## config.mk

```make
export PLATFORM = sky130hd
export DESIGN_NAME = npcs_dist_calc
export DESIGN_NICKNAME = d
export VERILOG_FILES = /design/src/rtl/npcs_pkg.sv /design/src/rtl/npcs_dist_calc.sv
export SDC_FILE = /design/constraint.sdc
export NUM_CORES = 1
export LEC_CHECK = 0
export ABC_CLOCK_PERIOD_IN_PS = 800
export BUFFER_PORTS_ARGS = -buffer_cell sky130_fd_sc_hd__buf_4
export CORE_MARGIN = 4
export CORE_UTILIZATION = 50
export CTS_CLUSTER_DIAMETER = 120
export DETAILED_ROUTE_END_ITERATION = 12
export GPL_ROUTABILITY_DRIVEN = 0
export PLACE_DENSITY = 0.7
export SLEW_MARGIN = 20
export SYNTH_ARGS = -nofsm -noshare
export SYNTH_HDL_FRONTEND = slang
export SYNTH_SLANG_ARGS = --single-unit
export TNS_END_PERCENT = 30
```

## constraint.sdc

```tcl
create_clock -name clk -period 0.8 [get_ports clk]
set_clock_uncertainty 0.1 [all_clocks]
set_input_delay 0.08 -clock clk [delete_from_list [all_inputs] [get_ports clk]]
set_output_delay 0.08 -clock clk [all_outputs]
set_load 0.01 [all_outputs]
```

## src/rtl/npcs_pkg.sv

```systemverilog
package npcs_pkg;

    localparam int PALETTE_ENTRIES_DEF = 256;

    localparam int COLOR_W = 8;
    localparam int ENTRY_W = 3 * COLOR_W;
    localparam int INDEX_W = 8;
    // Largest distance is 3 * 255 * 255, which fits in 18 bits.
    localparam int DIST_W  = 2 * COLOR_W + 2;
    localparam int BOUND_W = 21;

    localparam logic [BOUND_W-1:0] START_BOUND = BOUND_W'(1 << 20);
    localparam logic [INDEX_W-1:0] START_BEST  = INDEX_W'(255);

    localparam logic OP_WRITE = 1'b0;
    localparam logic OP_QUERY = 1'b1;

    typedef enum logic [1:0] {
        ST_IDLE,
        ST_SCAN,
        ST_DRAIN,
        ST_FINISH
    } state_t;

    // Tag that travels with each palette read down the scan pipeline.
    typedef struct packed {
        logic               valid;
        logic               last;
        logic [INDEX_W-1:0] idx;
    } scan_tag_t;

endpackage

```

## src/rtl/npcs_dist_calc.sv

```systemverilog
module npcs_dist_calc import npcs_pkg::*; (
    input  logic               clk,
    input  logic               rst_n,
    input  logic [ENTRY_W-1:0] entry,
    input  logic [COLOR_W-1:0] q_red,
    input  logic [COLOR_W-1:0] q_green,
    input  logic [COLOR_W-1:0] q_blue,
    input  scan_tag_t          tag_in,
    output logic [DIST_W-1:0]  distance,
    output scan_tag_t          tag_out
);

    logic [COLOR_W-1:0]   d_red;
    logic [COLOR_W-1:0]   d_green;
    logic [COLOR_W-1:0]   d_blue;
    logic [2*COLOR_W-1:0] sq_red;
    logic [2*COLOR_W-1:0] sq_green;
    logic [2*COLOR_W-1:0] sq_blue;
    logic [DIST_W-1:0]    dist_next;
    logic [COLOR_W-1:0]   e_red;
    logic [COLOR_W-1:0]   e_green;
    logic [COLOR_W-1:0]   e_blue;

    assign e_red   = entry[COLOR_W-1:0];
    assign e_green = entry[2*COLOR_W-1:COLOR_W];
    assign e_blue  = entry[3*COLOR_W-1:2*COLOR_W];

    always_comb
    begin
        d_red     = (e_red > q_red) ? (e_red - q_red) : (q_red - e_red);
        d_green   = (e_green > q_green) ? (e_green - q_green) : (q_green - e_green);
        d_blue    = (e_blue > q_blue) ? (e_blue - q_blue) : (q_blue - e_blue);
        sq_red    = d_red * d_red;
        sq_green  = d_green * d_green;
        sq_blue   = d_blue * d_blue;
        dist_next = DIST_W'(sq_red) + DIST_W'(sq_green) + DIST_W'(sq_blue);
    end

    always_ff @(posedge clk)
    begin
        distance <= dist_next;
    end

    always_ff @(posedge clk or negedge rst_n)
    begin
        if (!rst_n)
        begin
            tag_out <= '0;
        end
        else
        begin
            tag_out <= tag_in;
        end
    end

endmodule

```

==> results.sh <==
export IMPL_status="complete, but fails checks"
export IMPL_violations="negative setup slack"
export IMPL_numCtsBuffers=3
export IMPL_synthFlopType="dfxtp_1"
export IMPL_crit_start="entry[0]"
export IMPL_crit_path_frequent_cell="fa_1"
export IMPL_placementRows=46
export IMPL_slew_headroom_pct=68.48
export IMPL_cp_end_kind="register"
export IMPL_slowest_delay_ns=0.51
export IMPL_grt_pass1_vias=7314
export IMPL_fmax_mhz=141.0
export IMPL_postSynth_asyncResetShare_pct=35.71
export IMPL_nNetsFinal=1525
export IMPL_finalCritPeriodShare_pct=886.8
export IMPL_netlist_area_leader_share_pct=34.74
export IMPL_layout_setup_ws_ns=-6.294
export IMPL_place_hpwl_mm=15.83
export IMPL_dieArea_mm2=0.01811
export IMPL_ant_nets=0
export IMPL_drt_wl_total_mm=19.24
export IMPL_die_x_um=134.6
export IMPL_hold_viol_final=0
export IMPL_grt_max_degree=17
export IMPL_cp_data_required_time_ns=0.90
export IMPL_fin_setup_tns_ns=-93.66
export IMPL_fill_cells=1157
export IMPL_rsz0062_at_grt="true"
export IMPL_layout_min_cycle_time_ns=7.094
export IMPL_cp_endpoint="distance[16]"
export IMPL_ctsHtreeMaxLevel=1
export IMPL_synthDistinctLibCells=55
export IMPL_drc=0
export IMPL_grt_pass1_wl_mm=32.79
export IMPL_antenna_found_initial=0
export IMPL_cap_violations=0
export IMPL_worstPathMaxFanout=6
export IMPL_synth_area_leaders="fa_1 35%, ha_1 19%, inv_1 12%"
export IMPL_synthCells=895
export IMPL_dr_total_vias=6852
export IMPL_grt_overflow_total=0
export IMPL_root_buffer="clkbuf_16"
export IMPL_worst_pin_slew_ns=0.4694
export IMPL_crit_arrival_ns=7.20
export IMPL_initial_core_util_pct=50.79
export IMPL_port_buffers=87
export IMPL_post_drt_wl_per_cell_um=13.58
export IMPL_dieHeight_um=134.6
export IMPL_numClockSinks=28
export IMPL_pre_cts_ws_ns=-6.722
export IMPL_area_delta_synth_final_pct=44.33
export IMPL_netlist_area_mm2=0.008010
export IMPL_coreArea_mm2=0.01577
export IMPL_cpMaxStageDelayCell="fa_1"
export IMPL_hold_path_class="in -> async"
export IMPL_clock_path_buffers=2
export IMPL_tritoncts="yes"
export IMPL_setup_viol=46
export IMPL_avgSynthCellArea_um2=8.950
export IMPL_drt_initial_drc_count=197
export IMPL_groute_usage_overall_pct=22.00
export IMPL_slew_violations=0
export IMPL_vias_per_cell=4.836
export IMPL_path_clk_slew_ns=0.07
export IMPL_yosys_warnings=0
export IMPL_insertedDiodeCount=0
export IMPL_synth_seq_cells=28
export IMPL_firstDrtPassIters=5
export IMPL_pin_count=88
export IMPL_synth_fp_nets=1218
export IMPL_ys_seq_area_share_pct=7.623
export IMPL_synth_top_area_cell="fa_1"
export IMPL_synth_edff_count=0
export IMPL_layout_drive_gt1_share_pct=36.89
export IMPL_critical_path_class="in -> reg"
export IMPL_cp_start_kind="input port"
## routing by layer
layer  global-route usage, %  part of all wire [%]  vias up
li1                        -                     -     3338
met1                   27.71                    40     3368
met2                   41.65                    55      118
met3                   1.528                   3.1       28
met4                   4.412                   1.6        0
met5                       0                     0        -
## critical path: cells and delay by family
family                   cells  cell delay, ns
XOR/XNOR                     2            0.33
AND/OR/NAND/NOR              2            0.18
multiplexers                 1            0.29
buffers and inverters        9            0.66
adder cells (fa/ha/maj)     10            4.18
AO/OA/AOI/OAI                8            1.47
## metrics by stage
stage | instances | utilization, % | hold WS [ns] | area (um2)
final | 1417 | 73.31 | 0.06185 | 11560
after global routing | 1417 | 73.31 | 0.07733 | 11560
after CTS | 1411 | 71.45 | 0.05383 | 11270
after detailed placement | 1378 | 66.77 | -0.1887 | 10530
after global placement | 1378 | 66.77 | -0.1875 | 10530
after floorplan | 895 | - | -0.3156 | 8217
## cell usage after synthesis (4+ instances only)
cell type,n
ha_1,124
nand3_1,8
dfxtp_1,18
nor2b_1,10
buf_2,7
inv_1,247
o21ai_0,16
a31oi_1,5
nor2_1,81
mux2i_1,18
dfrtp_1,10
nand2_1,18
xor2_1,14
xnor2_1,21
fa_1,139
o21bai_1,5
a21oi_1,42
or2_2,16
a21o_1,13
clkbuf_1,11
nor3_1,4
and3_1,5
nand2b_1,19
## cell usage in the layout, fill, tap and decap left out, types with 6 or more instances in the layout
master,instances
xor2_1,10
dlygate4sd3_1,11
nor2b_1,9
inv_1,230
nand2_1,15
fa_1,131
ha_1,115
buf_4,266
buf_6,37
dfxtp_2,13
a21o_1,13
fa_2,8
xnor2_1,14
nand3_1,6
nand2b_1,16
a21oi_1,34
a21oi_2,6
ha_4,9
o21ai_0,10
or2_2,14
inv_2,15
mux2i_1,7
dfrtp_1,10
nor2_1,77
mux2i_4,7
## layout make-up
class                           instances  area [um2]  share of cell area, %
Clock inverter                          1       30.03                 0.2597
Timing Repair Buffer                  320        2629                  22.74
Inverter                              248       953.4                  8.247
Tap cell                              216       270.3                  2.338
Sequential cell                        28       626.9                  5.422
Multi-Input combinational cell        601        6977                  60.35
Clock buffer                            3       75.07                 0.6493
## registers in the layout (all words and copies together), names as in the netlist
name,count
tag_out,10
distance,18
## cell families (layout without fill, tap and decap cells)
family	Yosys count	in the layout	synth area share [%]
compound gates	105	105	8.576
xor+xnor	35	35	3.827
fa+ha+maj	263	263	54.11
buf+inv	266	572	12.57
flops	28	28	7.623
mux	19	19	2.390
simple gates	179	179	10.90
## worst min-delay path by stage
stage / cells past startpoint / slack (ns) / to / startpoint
global route: 2 / 0.08 / tag_out[1] / rst_n
global placement: 1 / -0.19 / tag_out[1] / rst_n
detailed placement: 1 / -0.19 / tag_out[1] / rst_n
finish: 2 / 0.06 / tag_out[1] / rst_n
CTS: 2 / 0.05 / tag_out[9] / rst_n
floorplan: 0 / -0.32 / tag_out[0] / rst_n
## repair_timing
action | in CTS | in global routing
setup endpoints to repair | 46 | 46
buffers inserted | 21 | 12
gates resized for setup | 85 | 57
hold endpoints to repair | 20 | 0
cloned | 0 | 0
pin swaps | 33 | 20
hold buffers | 11 | 0
Power is not shown: default switching activity piles up to over one toggle a cycle in this logic, so the estimate is an artifact.
